## src/rtl/mfsp_pkg.sv

```systemverilog
// Shared constants and types for the management frame SSID parser.
package mfsp_pkg;

   // Sizes
   localparam int SSID_BYTES      = 32;
   localparam int MAX_FRAME_BYTES = 4096;
   localparam int POS_W           = $clog2(MAX_FRAME_BYTES);
   localparam int LEN_W           = $clog2(SSID_BYTES + 1);
   localparam int IDX_W           = $clog2(SSID_BYTES);
   localparam int SLOT_W          = 1;
   localparam int ADDR_W          = SLOT_W + IDX_W;
   localparam int RAM_DEPTH       = 2 * SSID_BYTES;
   localparam int BSSID_BYTES     = 6;
   localparam int BSSID_W         = 8 * BSSID_BYTES;
   localparam int RSP_DATA_W      = 2 + BSSID_W + LEN_W + 8;

   // Byte positions inside the frame
   localparam logic [POS_W-1:0] POS_LAST    = POS_W'(MAX_FRAME_BYTES - 1);
   localparam logic [POS_W-1:0] POS_BSSID   = POS_W'(16);
   localparam logic [POS_W-1:0] POS_CAP     = POS_W'(34);
   localparam logic [POS_W-1:0] POS_MIN_END = POS_W'(35);
   localparam logic [POS_W-1:0] POS_ELEM    = POS_W'(36);

   // Field masks and element tags
   localparam logic [7:0] TYPE_MASK    = 8'h0C;
   localparam logic [7:0] PRIVACY_MASK = 8'h10;
   localparam logic [7:0] TAG_SSID     = 8'h00;

   // Element walker phase
   typedef enum logic [1:0] {
      PH_TAG,
      PH_LEN,
      PH_BODY,
      PH_DONE
   } phase_type;

   // Per-frame summary handed from the parser to the result emitter
   typedef struct packed {
      logic               ok;
      logic               secured;
      logic [BSSID_W-1:0] bssid;
      logic [LEN_W-1:0]   keep_len;
      logic [SLOT_W-1:0]  slot;
   } desc_type;

endpackage

```

## src/rtl/mfsp_ram.sv

```systemverilog
// Generic simple dual-port RAM with a registered, enabled read.
module mfsp_ram #(
   parameter int WIDTH = 8,
   parameter int DEPTH = 64
) (
   input  logic                     clock,
   input  logic                     wr_en,
   input  logic [$clog2(DEPTH)-1:0] wr_addr,
   input  logic [WIDTH-1:0]         wr_data,
   input  logic                     rd_en,
   input  logic [$clog2(DEPTH)-1:0] rd_addr,
   output logic [WIDTH-1:0]         rd_data
);

   logic [WIDTH-1:0] mem_ff [DEPTH];
   logic [WIDTH-1:0] rd_data_ff;

   // Write port.
   always_ff @(posedge clock) begin
      if (wr_en) begin
         mem_ff[wr_addr] <= wr_data;
      end
   end

   // Read port; the data holds until the next read.
   always_ff @(posedge clock) begin
      if (rd_en) begin
         rd_data_ff <= mem_ff[rd_addr];
      end
   end

   assign rd_data = rd_data_ff;

endmodule

```

## src/rtl/mfsp_front.sv

```systemverilog
// Byte parser: checks the header, latches BSSID and privacy, walks elements.
module mfsp_front
   import mfsp_pkg::*;
(
   input  logic              clock,
   input  logic              reset,
   input  logic              in_valid,
   output logic              in_ready,
   input  logic [7:0]        in_byte,
   input  logic              in_last,
   input  logic              queue_full,
   output logic              push,
   output desc_type          push_desc,
   output logic              wr_en,
   output logic [ADDR_W-1:0] wr_addr,
   output logic [7:0]        wr_data
);

   logic [POS_W-1:0]   pos_ff, pos_in;
   logic               failed_ff, failed_in;
   logic [BSSID_W-1:0] bssid_ff, bssid_in;
   logic               privacy_ff, privacy_in;
   phase_type          phase_ff, phase_in;
   logic [7:0]         tag_ff, tag_in;
   logic [7:0]         remaining_ff, remaining_in;
   logic               found_ff, found_in;
   logic [LEN_W-1:0]   count_ff, count_in;
   logic [SLOT_W-1:0]  slot_ff, slot_in;

   logic               accept;
   logic               store_byte;
   logic               frame_fail;

   // A new word is taken whenever the descriptor queue has room.
   assign in_ready = !queue_full;
   assign accept   = in_valid && in_ready;

   // The SSID byte goes to the RAM while inside an SSID body and below the cap.
   assign store_byte = (pos_ff >= POS_ELEM) && (phase_ff == PH_BODY)
                       && (tag_ff == TAG_SSID) && (count_ff < LEN_W'(SSID_BYTES));

   always_comb begin
      wr_en   = accept && store_byte;
      wr_addr = {slot_ff, count_ff[IDX_W-1:0]};
      wr_data = in_byte;
   end

   // Header fields and element walk for the current byte.
   always_comb begin
      pos_in       = pos_ff;
      failed_in    = failed_ff;
      bssid_in     = bssid_ff;
      privacy_in   = privacy_ff;
      phase_in     = phase_ff;
      tag_in       = tag_ff;
      remaining_in = remaining_ff;
      found_in     = found_ff;
      count_in     = count_ff;
      slot_in      = slot_ff;

      if (accept) begin
         if ((pos_ff == '0) && ((in_byte & TYPE_MASK) != 8'h00)) begin
            failed_in = 1'b1;
         end
         for (int i = 0; i < BSSID_BYTES; i++) begin
            if (pos_ff == POS_BSSID + POS_W'(i)) begin
               bssid_in[8*i +: 8] = in_byte;
            end
         end
         if (pos_ff == POS_CAP) begin
            privacy_in = (in_byte & PRIVACY_MASK) != 8'h00;
         end

         if (pos_ff >= POS_ELEM) begin
            unique case (phase_ff)
               PH_TAG: begin
                  tag_in   = in_byte;
                  phase_in = PH_LEN;
               end
               PH_LEN: begin
                  remaining_in = in_byte;
                  if (tag_ff == TAG_SSID) begin
                     found_in = 1'b1;
                     count_in = '0;
                  end
                  if (in_byte == 8'h00) begin
                     phase_in = (tag_ff == TAG_SSID) ? PH_DONE : PH_TAG;
                  end else begin
                     phase_in = PH_BODY;
                  end
               end
               PH_BODY: begin
                  if (store_byte) begin
                     count_in = count_ff + LEN_W'(1);
                  end
                  remaining_in = remaining_ff - 8'd1;
                  if (remaining_ff == 8'd1) begin
                     phase_in = (tag_ff == TAG_SSID) ? PH_DONE : PH_TAG;
                  end
               end
               PH_DONE: begin
                  phase_in = PH_DONE;
               end
               default: begin
                  phase_in = phase_ff;
               end
            endcase
         end

         if (pos_ff != POS_LAST) begin
            pos_in = pos_ff + POS_W'(1);
         end
      end
   end

   // Frame verdict after the final byte has been applied.
   assign frame_fail = failed_in || (pos_ff < POS_MIN_END) || (phase_in != PH_DONE)
                       || !found_in;

   always_comb begin
      push               = accept && in_last;
      push_desc.ok       = !frame_fail;
      push_desc.secured  = !frame_fail && privacy_in;
      push_desc.bssid    = frame_fail ? '0 : bssid_in;
      push_desc.keep_len = frame_fail ? '0 : count_in;
      push_desc.slot     = slot_ff;
   end

   // State registers; all frame state restarts after the final byte, and the RAM slot toggles.
   always_ff @(posedge clock) begin
      if (reset) begin
         pos_ff       <= '0;
         failed_ff    <= 1'b0;
         bssid_ff     <= '0;
         privacy_ff   <= 1'b0;
         phase_ff     <= PH_TAG;
         tag_ff       <= '0;
         remaining_ff <= '0;
         found_ff     <= 1'b0;
         count_ff     <= '0;
         slot_ff      <= '0;
      end else if (push) begin
         pos_ff       <= '0;
         failed_ff    <= 1'b0;
         bssid_ff     <= '0;
         privacy_ff   <= 1'b0;
         phase_ff     <= PH_TAG;
         tag_ff       <= '0;
         remaining_ff <= '0;
         found_ff     <= 1'b0;
         count_ff     <= '0;
         slot_ff      <= slot_ff + SLOT_W'(1);
      end else begin
         pos_ff       <= pos_in;
         failed_ff    <= failed_in;
         bssid_ff     <= bssid_in;
         privacy_ff   <= privacy_in;
         phase_ff     <= phase_in;
         tag_ff       <= tag_in;
         remaining_ff <= remaining_in;
         found_ff     <= found_in;
         count_ff     <= count_in;
         slot_ff      <= slot_in;
      end
   end

endmodule

```

## src/rtl/mfsp_queue.sv

```systemverilog
// Two-entry queue of frame descriptors between the parser and the emitter.
module mfsp_queue
   import mfsp_pkg::*;
(
   input  logic     clock,
   input  logic     reset,
   input  logic     push,
   input  desc_type push_desc,
   output logic     full,
   input  logic     pop,
   output logic     head_valid,
   output desc_type head_desc
);

   desc_type   entry_ff [2];
   logic       wr_ptr_ff, wr_ptr_in;
   logic       rd_ptr_ff, rd_ptr_in;
   logic [1:0] count_ff, count_in;

   assign full       = (count_ff == 2'd2);
   assign head_valid = (count_ff != 2'd0);
   assign head_desc  = entry_ff[rd_ptr_ff];

   // Pointer and occupancy update.
   always_comb begin
      wr_ptr_in = push ? !wr_ptr_ff : wr_ptr_ff;
      rd_ptr_in = pop ? !rd_ptr_ff : rd_ptr_ff;
      count_in  = count_ff + 2'(push) - 2'(pop);
   end

   always_ff @(posedge clock) begin
      if (reset) begin
         wr_ptr_ff <= 1'b0;
         rd_ptr_ff <= 1'b0;
         count_ff  <= 2'd0;
      end else begin
         wr_ptr_ff <= wr_ptr_in;
         rd_ptr_ff <= rd_ptr_in;
         count_ff  <= count_in;
      end
   end

   // Entry storage.
   always_ff @(posedge clock) begin
      if (push) begin
         entry_ff[wr_ptr_ff] <= push_desc;
      end
   end

endmodule

```

## src/rtl/mfsp_back.sv

```systemverilog
// Result emitter: turns one frame descriptor into its run of result words.
module mfsp_back
   import mfsp_pkg::*;
(
   input  logic              clock,
   input  logic              reset,
   input  logic              head_valid,
   input  desc_type          head_desc,
   output logic              pop,
   output logic              rd_en,
   output logic [ADDR_W-1:0] rd_addr,
   input  logic [7:0]        rd_data,
   output logic              out_valid,
   input  logic              out_ready,
   output logic              out_ok,
   output logic              out_secured,
   output logic [BSSID_W-1:0] out_bssid,
   output logic [LEN_W-1:0]  out_len,
   output logic [7:0]        out_byte,
   output logic              out_last
);

   logic [IDX_W-1:0]   idx_ff, idx_in;
   logic               valid_ff, valid_in;
   logic               ok_ff, secured_ff, use_ram_ff, last_ff;
   logic [BSSID_W-1:0] bssid_ff;
   logic [LEN_W-1:0]   len_ff;

   logic               advance;
   logic               use_ram;
   logic               is_last;

   // A new word is loaded whenever a descriptor waits and the output register is free or drains.
   assign advance = head_valid && (!valid_ff || out_ready);
   assign use_ram = head_desc.keep_len != '0;
   assign is_last = !use_ram || ({1'b0, idx_ff} == head_desc.keep_len - LEN_W'(1));

   always_comb begin
      pop     = advance && is_last;
      rd_en   = advance && use_ram;
      rd_addr = {head_desc.slot, idx_ff};
      idx_in  = idx_ff;
      if (advance) begin
         idx_in = is_last ? '0 : idx_ff + IDX_W'(1);
      end
      valid_in = valid_ff;
      if (advance) begin
         valid_in = 1'b1;
      end else if (out_ready) begin
         valid_in = 1'b0;
      end
   end

   always_ff @(posedge clock) begin
      if (reset) begin
         idx_ff   <= '0;
         valid_ff <= 1'b0;
      end else begin
         idx_ff   <= idx_in;
         valid_ff <= valid_in;
      end
   end

   // Output payload; the SSID byte itself comes from the RAM read register.
   always_ff @(posedge clock) begin
      if (advance) begin
         ok_ff      <= head_desc.ok;
         secured_ff <= head_desc.secured;
         bssid_ff   <= head_desc.bssid;
         len_ff     <= head_desc.keep_len;
         use_ram_ff <= use_ram;
         last_ff    <= is_last;
      end
   end

   assign out_valid   = valid_ff;
   assign out_ok      = ok_ff;
   assign out_secured = secured_ff;
   assign out_bssid   = bssid_ff;
   assign out_len     = len_ff;
   assign out_byte    = use_ram_ff ? rd_data : 8'h00;
   assign out_last    = last_ff;

endmodule

```

## src/rtl/mgmt_frame_ssid_parser.sv

```systemverilog
// Top level of the management frame SSID parser.
//
// The req channel takes one frame byte per word, from byte zero, with tlast on the final
// byte. For each frame the rsp channel delivers a run of words: one per kept SSID byte (up
// to 32) on success, one word with an empty SSID, or one failure word with every field zero.
// tlast marks the last word of a run. Bytes are taken at one per cycle while the queue has
// room. The parser writes SSID bytes into one half of a 64-entry RAM; the frame summary then
// passes through a two-entry queue, and the emitter reads the other half at one result word
// per cycle while rsp_tready is high. With the emitter idle, a frame's summary is registered
// in the queue entry after its last byte is accepted, then its first result word in the
// emitter output register. Two finished frames may wait for the emitter; while both are
// pending, req_tready is low, so a stalled receiver on rsp eventually holds off the byte
// stream. A synchronous reset empties the queue, drops any run in progress and restarts
// parsing at byte zero; RAM contents are not cleared.
module mgmt_frame_ssid_parser
   import mfsp_pkg::*;
(
   input  logic                  clock,
   input  logic                  reset,
   input  logic                  req_tvalid,
   output logic                  req_tready,
   input  logic [7:0]            req_tdata,   // [7:0] frame_byte
   input  logic                  req_tlast,   // end_of_frame
   output logic                  rsp_tvalid,
   input  logic                  rsp_tready,
   output logic [RSP_DATA_W-1:0] rsp_tdata,   // frame_ok, secured, bssid, ssid_length, ssid_byte
   output logic                  rsp_tlast    // last_of_run
);

   logic              queue_full;
   logic              push;
   desc_type          push_desc;
   logic              pop;
   logic              head_valid;
   desc_type          head_desc;
   logic              wr_en;
   logic [ADDR_W-1:0] wr_addr;
   logic [7:0]        wr_data;
   logic              rd_en;
   logic [ADDR_W-1:0] rd_addr;
   logic [7:0]        rd_data;
   logic              out_ok;
   logic              out_secured;
   logic [BSSID_W-1:0] out_bssid;
   logic [LEN_W-1:0]  out_len;
   logic [7:0]        out_byte;

   // Byte parser.
   mfsp_front u_front (
      .clock      (clock),
      .reset      (reset),
      .in_valid   (req_tvalid),
      .in_ready   (req_tready),
      .in_byte    (req_tdata),
      .in_last    (req_tlast),
      .queue_full (queue_full),
      .push       (push),
      .push_desc  (push_desc),
      .wr_en      (wr_en),
      .wr_addr    (wr_addr),
      .wr_data    (wr_data)
   );

   // SSID byte store, two frames deep.
   mfsp_ram #(
      .WIDTH (8),
      .DEPTH (RAM_DEPTH)
   ) u_ram (
      .clock   (clock),
      .wr_en   (wr_en),
      .wr_addr (wr_addr),
      .wr_data (wr_data),
      .rd_en   (rd_en),
      .rd_addr (rd_addr),
      .rd_data (rd_data)
   );

   // Frame descriptor queue.
   mfsp_queue u_queue (
      .clock      (clock),
      .reset      (reset),
      .push       (push),
      .push_desc  (push_desc),
      .full       (queue_full),
      .pop        (pop),
      .head_valid (head_valid),
      .head_desc  (head_desc)
   );

   // Result emitter.
   mfsp_back u_back (
      .clock       (clock),
      .reset       (reset),
      .head_valid  (head_valid),
      .head_desc   (head_desc),
      .pop         (pop),
      .rd_en       (rd_en),
      .rd_addr     (rd_addr),
      .rd_data     (rd_data),
      .out_valid   (rsp_tvalid),
      .out_ready   (rsp_tready),
      .out_ok      (out_ok),
      .out_secured (out_secured),
      .out_bssid   (out_bssid),
      .out_len     (out_len),
      .out_byte    (out_byte),
      .out_last    (rsp_tlast)
   );

   // Pack the result fields, out_ok in the lowest bit and out_byte highest.
   assign rsp_tdata = {out_byte, out_len, out_bssid, out_secured, out_ok};

endmodule

```

## config.mk

```make
export PLATFORM = sky130hd
export DESIGN_NAME = mgmt_frame_ssid_parser
export DESIGN_NICKNAME = d
export VERILOG_FILES = /design/src/rtl/mfsp_pkg.sv /design/src/rtl/mfsp_ram.sv /design/src/rtl/mfsp_front.sv /design/src/rtl/mfsp_queue.sv /design/src/rtl/mfsp_back.sv /design/src/rtl/mgmt_frame_ssid_parser.sv
export SDC_FILE = /design/constraint.sdc
export NUM_CORES = 1
export LEC_CHECK = 0
export ABC_CLOCK_PERIOD_IN_PS = 3600
export CORE_MARGIN = 8
export CORE_UTILIZATION = 55
export DETAILED_ROUTE_END_ITERATION = 10
export DONT_BUFFER_PORTS = 1
export PLACE_DENSITY = 0.81
export SYNTH_ARGS = -nofsm -noshare
export SYNTH_HDL_FRONTEND = slang
export SYNTH_SLANG_ARGS = --single-unit
export TNS_END_PERCENT = 50
```

## constraint.sdc

```tcl
create_clock -name clock -period 3.6 [get_ports clock]
set_input_delay 0.54 -clock clock [delete_from_list [all_inputs] [get_ports clock]]
set_output_delay 0.54 -clock clock [all_outputs]
set_load 0.02 [all_outputs]
```

# Word level (Yosys, flattened, before mapping)
# Memory sizes are Yosys's and may differ from the RTL's. A register that Yosys moved wholly into a read port is not among the register bits.
# Index checks and enable logic that the tools add are counted.
[totals]
ff_bits = 156
elab_cells = 124
ramBits = 626
output_inout_bits = 67
input_bits = 13
mem_count = 2
[memory_table]
columns = ["name", "words", "word_bits", "read_ports", "rd_ports_with_merged_regs", "wr", "line_no", "text"]
rows = [
  ["u_ram.mem_ff", 64, 8, 1, 1, 1, "mfsp_ram.sv:15", "logic [WIDTH-1:0] mem_ff [DEPTH];"],
  ["u_queue.entry_ff", 2, 57, 1, 1, 1, "mfsp_queue.sv:15", "desc_type entry_ff [2];"],
]
[classes]
n_reduce_logical = 36
add_sub_neg = 8
eq_ne = 15
n_lt_le_gt_ge = 3
muxes = 39
[op_table]
columns = ["operator", "count"]
rows = [
  ["two-way mux 48 bit", 2],
  ["== test 12 x 5 -> 1 bit, second input constant", 6],
  ["two-way mux 8 bit", 7],
  ["two-way mux 6 bit", 5],
  ["zero test 8 bit", 2],
  ["two-way mux 1 bit", 16],
  ["case mux 8 bit (2 select lines)", 1],
  ["adder 12 x 1 -> 12 bit, second input constant", 1],
  ["== test 12 x 6 -> 1 bit, second input constant", 1],
  ["greater-or-equal comparator 12 x 6 -> 1 bit, second input constant", 1],
  ["zero test 12 bit", 1],
  ["less-than comparator 12 x 6 -> 1 bit, second input constant", 1],
  ["inequality test 12 bit, second input constant", 1],
  ["case mux 6 bit (2 select lines)", 1],
  ["logical AND 1 bit", 11],
  ["two-way mux 2 bit", 5],
  ["== test 8 x 1 -> 1 bit, second input constant", 1],
  ["case mux 2 bit (4 select lines)", 1],
  ["nonzero test 8 bit", 1],
  ["subtractor 8 x 1 -> 8 bit, second input constant", 1],
  ["zero test 1 bit", 7],
  ["adder 6 x 1 -> 6 bit, second input constant", 1],
  ["== test 2 bit, second input constant", 3],
  ["== test 5 x 6 -> 1 bit", 1],
  ["16 further kinds", 23],
]

# Logic depth before layout (Yosys ltp)
[logic_depth]
ltp_word = 11
depth_mapped = 16
depth_no_buf = 13

# By module
# Synthesis repeated with hierarchy kept, for this count alone.
[hier_totals]
hier_cells = 1794
area_unflattened_um2 = 31353.8
[modules_own_cells]
columns = ["mod", "n_inst", "area_per_inst_um2", "cells_each"]
rows = [
  ["mfsp_ram", 1, 20246.9, 940],
  ["mfsp_queue", 1, 4451.8, 198],
  ["mfsp_front", 1, 4350.4, 531],
  ["mfsp_back", 1, 2289.7, 123],
  ["mgmt_frame_ssid_parser", 1, 15.0, 2],
]

# Worst setup path after synthesis
# OpenSTA, ideal clock, no wires.
[synth_path]
path_type = "input-to-reg"
from = "input req_tvalid"
to = "memory u_queue.entry_ff[0][0] (netlist bit), enable pin"
required_ns = 3.128
arrival_ns = 3.322
cell_stages = 4
path_slack_ns = -0.194
path_cell_list = "inv_1 -> nor2_1 -> nand2_1 -> nor2_1"
[synth_via]
elab_chain_len = 4
[synth_lines]
columns = ["item", "line_no", "text"]
rows = [
  ["from (decl)", "mgmt_frame_ssid_parser.sv:20", "input logic req_tvalid,"],
  ["logical AND 1 bit", "mfsp_front.sv:36", "assign accept = in_valid && in_ready;"],
  ["logical AND 1 bit", "mfsp_front.sv:121", "push = accept && in_last;"],
  ["two-way mux 1 bit", "mfsp_queue.sv:45", "if (push) begin"],
  ["two-way mux 1 bit (implied by the code)", "mfsp_queue.sv:46", "entry_ff[wr_ptr_ff] <= push_desc;"],
  ["to (decl)", "mfsp_queue.sv:15", ""],
]
# Every way passes these cells.

# Final worst setup path
[layout_path]
from = "register u_front.tag_ff[3]"
to = "memory u_ram.mem_ff[8][7], enable pin"
[layout_via]
elab_chain_len = 6
[layout_lines]
columns = ["item", "line_no", "text"]
rows = [
  ["from (decl)", "mfsp_front.sv:24", "logic [7:0] tag_ff, tag_in;"],
  ["from (signal assigned)", "mfsp_front.sv:159", "tag_ff <= tag_in;"],
  ["zero test 8 bit", "mfsp_front.sv:40", "&& (tag_ff == TAG_SSID) && (count_ff < LEN_W'(SSID_BYTES));"],
  ["logical AND 1 bit (2 in series)", "mfsp_front.sv:40", ""],
  ["logical AND 1 bit", "mfsp_front.sv:43", "wr_en = accept && store_byte;"],
  ["two-way mux 1 bit", "mfsp_ram.sv:20", "if (wr_en) begin"],
  ["two-way mux 1 bit (implied by the code)", "mfsp_ram.sv:21", "mem_ff[wr_addr] <= wr_data;"],
  ["to (decl)", "mfsp_ram.sv:15", ""],
]
# Every way passes these cells.

==> results.json <==
{
  "status": "complete, no violations",
  "layout.nets": 1802,
  "start_util": 0.552,
  "drc": 0,
  "grt_pass1_vias": 16505,
  "place_inst": 2450,
  "worst_slew_pin_slew_ns": 1.05,
  "syn_to_final_growth_pct": 12.3,
  "drt_pre_antenna_iters": 6,
  "numCtsBuffers": 76,
  "wl_met3_um": 5780,
  "maxSlewHeadroom": 0.294,
  "antenna_found_initial": 0,
  "synth_nets": 1727,
  "worst-path-max-fanout": 8,
  "postCtsHoldBufs": 1,
  "routed.top_layer": "met4",
  "grt_first_pass_wirelength_um": 104000,
  "cts_buffer_depth": 3,
  "wl_met2_um": 35400,
  "wl_met1_um": 26000,
  "min_period_ns": 3.07,
  "gp_congestion": 0.836,
  "crit_arrival_ns": 3.39,
  "p_int_uw": 15200,
  "synth_cell_types": 68,
  "globalRouteOverflowTotal": 0,
  "peakVddDrop_uv": 465,
  "finalSetupTns_ns": 0,
  "synth_edf_count": 692,
  "cts_tree": "yes",
  "avgSynthCellArea_um2": 18.2,
  "p_total_uw": 19200,
  "grt_max_degree": 78,
  "hp-class": "input pin to flip-flop",
  "track_usage": 0.218,
  "clkTransAtPathRegs_ns": 0.06,
  "utilization": 0.620,
  "layout_commonest_cell": "edfxtp_1",
  "cts_root_buf": "clkbuf_16",
  "layout-drive-gt1-share": 0.240,
  "hpwl_um": 40300,
  "core_um2": 56100,
  "cp-start-kind": "flip-flop",
  "fmax_mhz": 326,
  "ys_seq_area_frac": 0.735,
  "synthTopCellsByArea": "edfxtp_1 (67%), mux4_2 (12%), dfxtp_1 (6.4%)",
  "placementRows": 87,
  "skew_ns": 0.0304,
  "yosys_warnings": 0,
  "final-hold-violation-count": 0,
  "finalCritPeriodShare": 0.852,
  "cts.sinks": 791,
  "power.share.combinational": 0.051,
  "synth_flop_cell": "edfxtp_1",
  "path_class": "flip-flop to flip-flop",
  "die_w_um": 253,
  "fin_cells": 2588,
  "switchingPower_uw": 3980,
  "synth_top_cell_by_area": "edfxtp_1",
  "leakagePower_uw": 0.0112,
  "rsz0062_at_grt": "no",
  "setup_viol": 0,
  "die_h_um": 253,
  "worstPathRequired_ns": 3.92,
  "portBuffers": 0,
  "drv_slew": 0,
  "insertedDiodeCount": 0,
  "p_seq_frac": 0.538,
  "routed_wl_um": 69400,
  "ys_seq_elements": 791,
  "design_area_um2": 34800,
  "vias_per_cell": 6.23,
  "wl_per_cell_um": 26.8,
  "drt_iter0_drc": 1729,
  "vias": 16130,
  "postSynthCellCount": 1698,
  "synthArstFlopShare": 0,
  "yosysTopAreaCellShare": 0.671,
  "synth_area_um2": 31000,
  "cts_setup_buffers": 0,
  "maxCapViolCount": 0,
  "pwr-share-clk": 0.412,
  "htreeDepth": 3,
  "p_sw_frac": 0.208,
  "post_dp_cell_area_um2": 32300,
  "drtAntennaViolNets": 0,
  "layout_common_cells": "edfxtp_1 (692), nor2_1 (198), mux4_2 (160), dfxtp_1 (96), buf_4 (87)",
  "ios": 80,
  "power_density_nw_per_um2": 551,
  "dieArea_um2": 64100,
  "cts_resized": 0,
  "clk-insertion-delay-late_ns": 0.61,
  "worst_setup_path_end_kind": "flip-flop"
}
-- worst max-delay path, stage by stage (launching register included) --
cell and delay (ns):
dfxtp_1 0.32, or4_1 0.62, nor2_1 0.24, nand3_1 0.19
nor3_1 0.38, nand2_1 0.52, nor2_1 0.29, buf_4 0.22
-- per-layer routing --
metal / track usage / vias up
li1: - / 6818
met1: 0.280 / 8359
met2: 0.366 / 814
met3: 0.0430 / 139
met4: 0.0810 / 0
met5: 0 / -
-- kinds of logic after synthesis --
group	share of synthesized area
muxes	0.154
buffers and inverters	0.0163
DFF	0.735
and+or+nand+nor	0.0604
adders and majority gates	0.00647
AOI/OAI and AO/OA	0.0200
xor gates and xnor gates	0.00736
-- state kept, by name, indices dropped and copies added (netlist names), named ones only --
register / flops
u_front.privacy_ff: 1
u_front.bssid_ff: 48
u_front.remaining_ff: 8
u_back.out_last: 1
u_queue.entry_ff: 114
u_front.failed_ff: 1
u_front.found_ff: 1
u_back.idx_ff: 5
u_back.out_len: 6
u_back.out_valid: 1
u_front.phase_ff: 2
u_front.slot_ff: 1
u_front.count_ff: 6
u_front.tag_ff: 8
u_queue.rd_ptr_ff: 1
u_ram.rd_data: 8
u_back.use_ram_ff: 1
u_back.out_bssid: 48
u_back.out_secured: 1
u_front.pos_ff: 12
u_back.out_ok: 1
u_ram.mem_ff: 512
u_queue.wr_ptr_ff: 1
u_queue.count_ff: 2
-- area by class of cell --
| class | count | area, um2 |
|---|---|---|
| Inverter | 18 | 67.6 |
| Tap cell | 756 | 946 |
| Fill cell | 3708 | 21300 |
| Sequential cell | 791 | 22800 |
| Clock buffer | 104 | 2100 |
| Timing Repair Buffer | 95 | 803 |
| Clock inverter | 33 | 370 |
| Multi-Input combinational cell | 791 | 7720 |
-- power by group through the flow --
stage	Sequential (uW)	Clock (uW)	Combinational (uW)
floorplan	10400	0	738
global placement	10500	0	946
detailed placement	10500	0	965
CTS	10300	7980	981
global route	10300	8350	1030
finish	10300	7890	968
-- worst paths after layout --
check,end,cells past startpoint,start,slack [ns]
setup / recovery,u_ram.mem_ff[8][7],7,u_front.tag_ff[3],0.53
hold / removal,u_ram.mem_ff[0][1],0,req_tdata[1],0.03
setup reg to reg,u_ram.mem_ff[8][7],7,u_front.tag_ff[3],0.53
hold reg to reg,u_front.tag_ff[4],2,u_front.tag_ff[4],0.48
-- stage by stage --
step                hold slack (ns)  setup WS [ns]
floorplan                     0.424          0.306
global placement              0.452          0.698
detailed placement            0.464          0.612
CTS                         0.00825          0.546
global route                0.00273          0.280
finish                       0.0282          0.532
-- Yosys cell counts, drive strengths merged (6+ instances only) --
library cell / n
mux2: 56
nand3: 28
mux2i: 54
and3: 6
inv: 18
xnor2: 9
a21oi: 26
and2: 15
nor2b: 10
nand4: 8
nor3: 32
buf: 40
o21ai: 9
nand3b: 8
clkbuf: 58
edfxtp: 692
nor2: 199
nor4: 9
nand2: 53
dfxtp: 99
xor2: 17
ha: 16
mux4: 160
a211oi: 7
a22oi: 16
No activity file was read; power rests on OpenSTA's default activity.
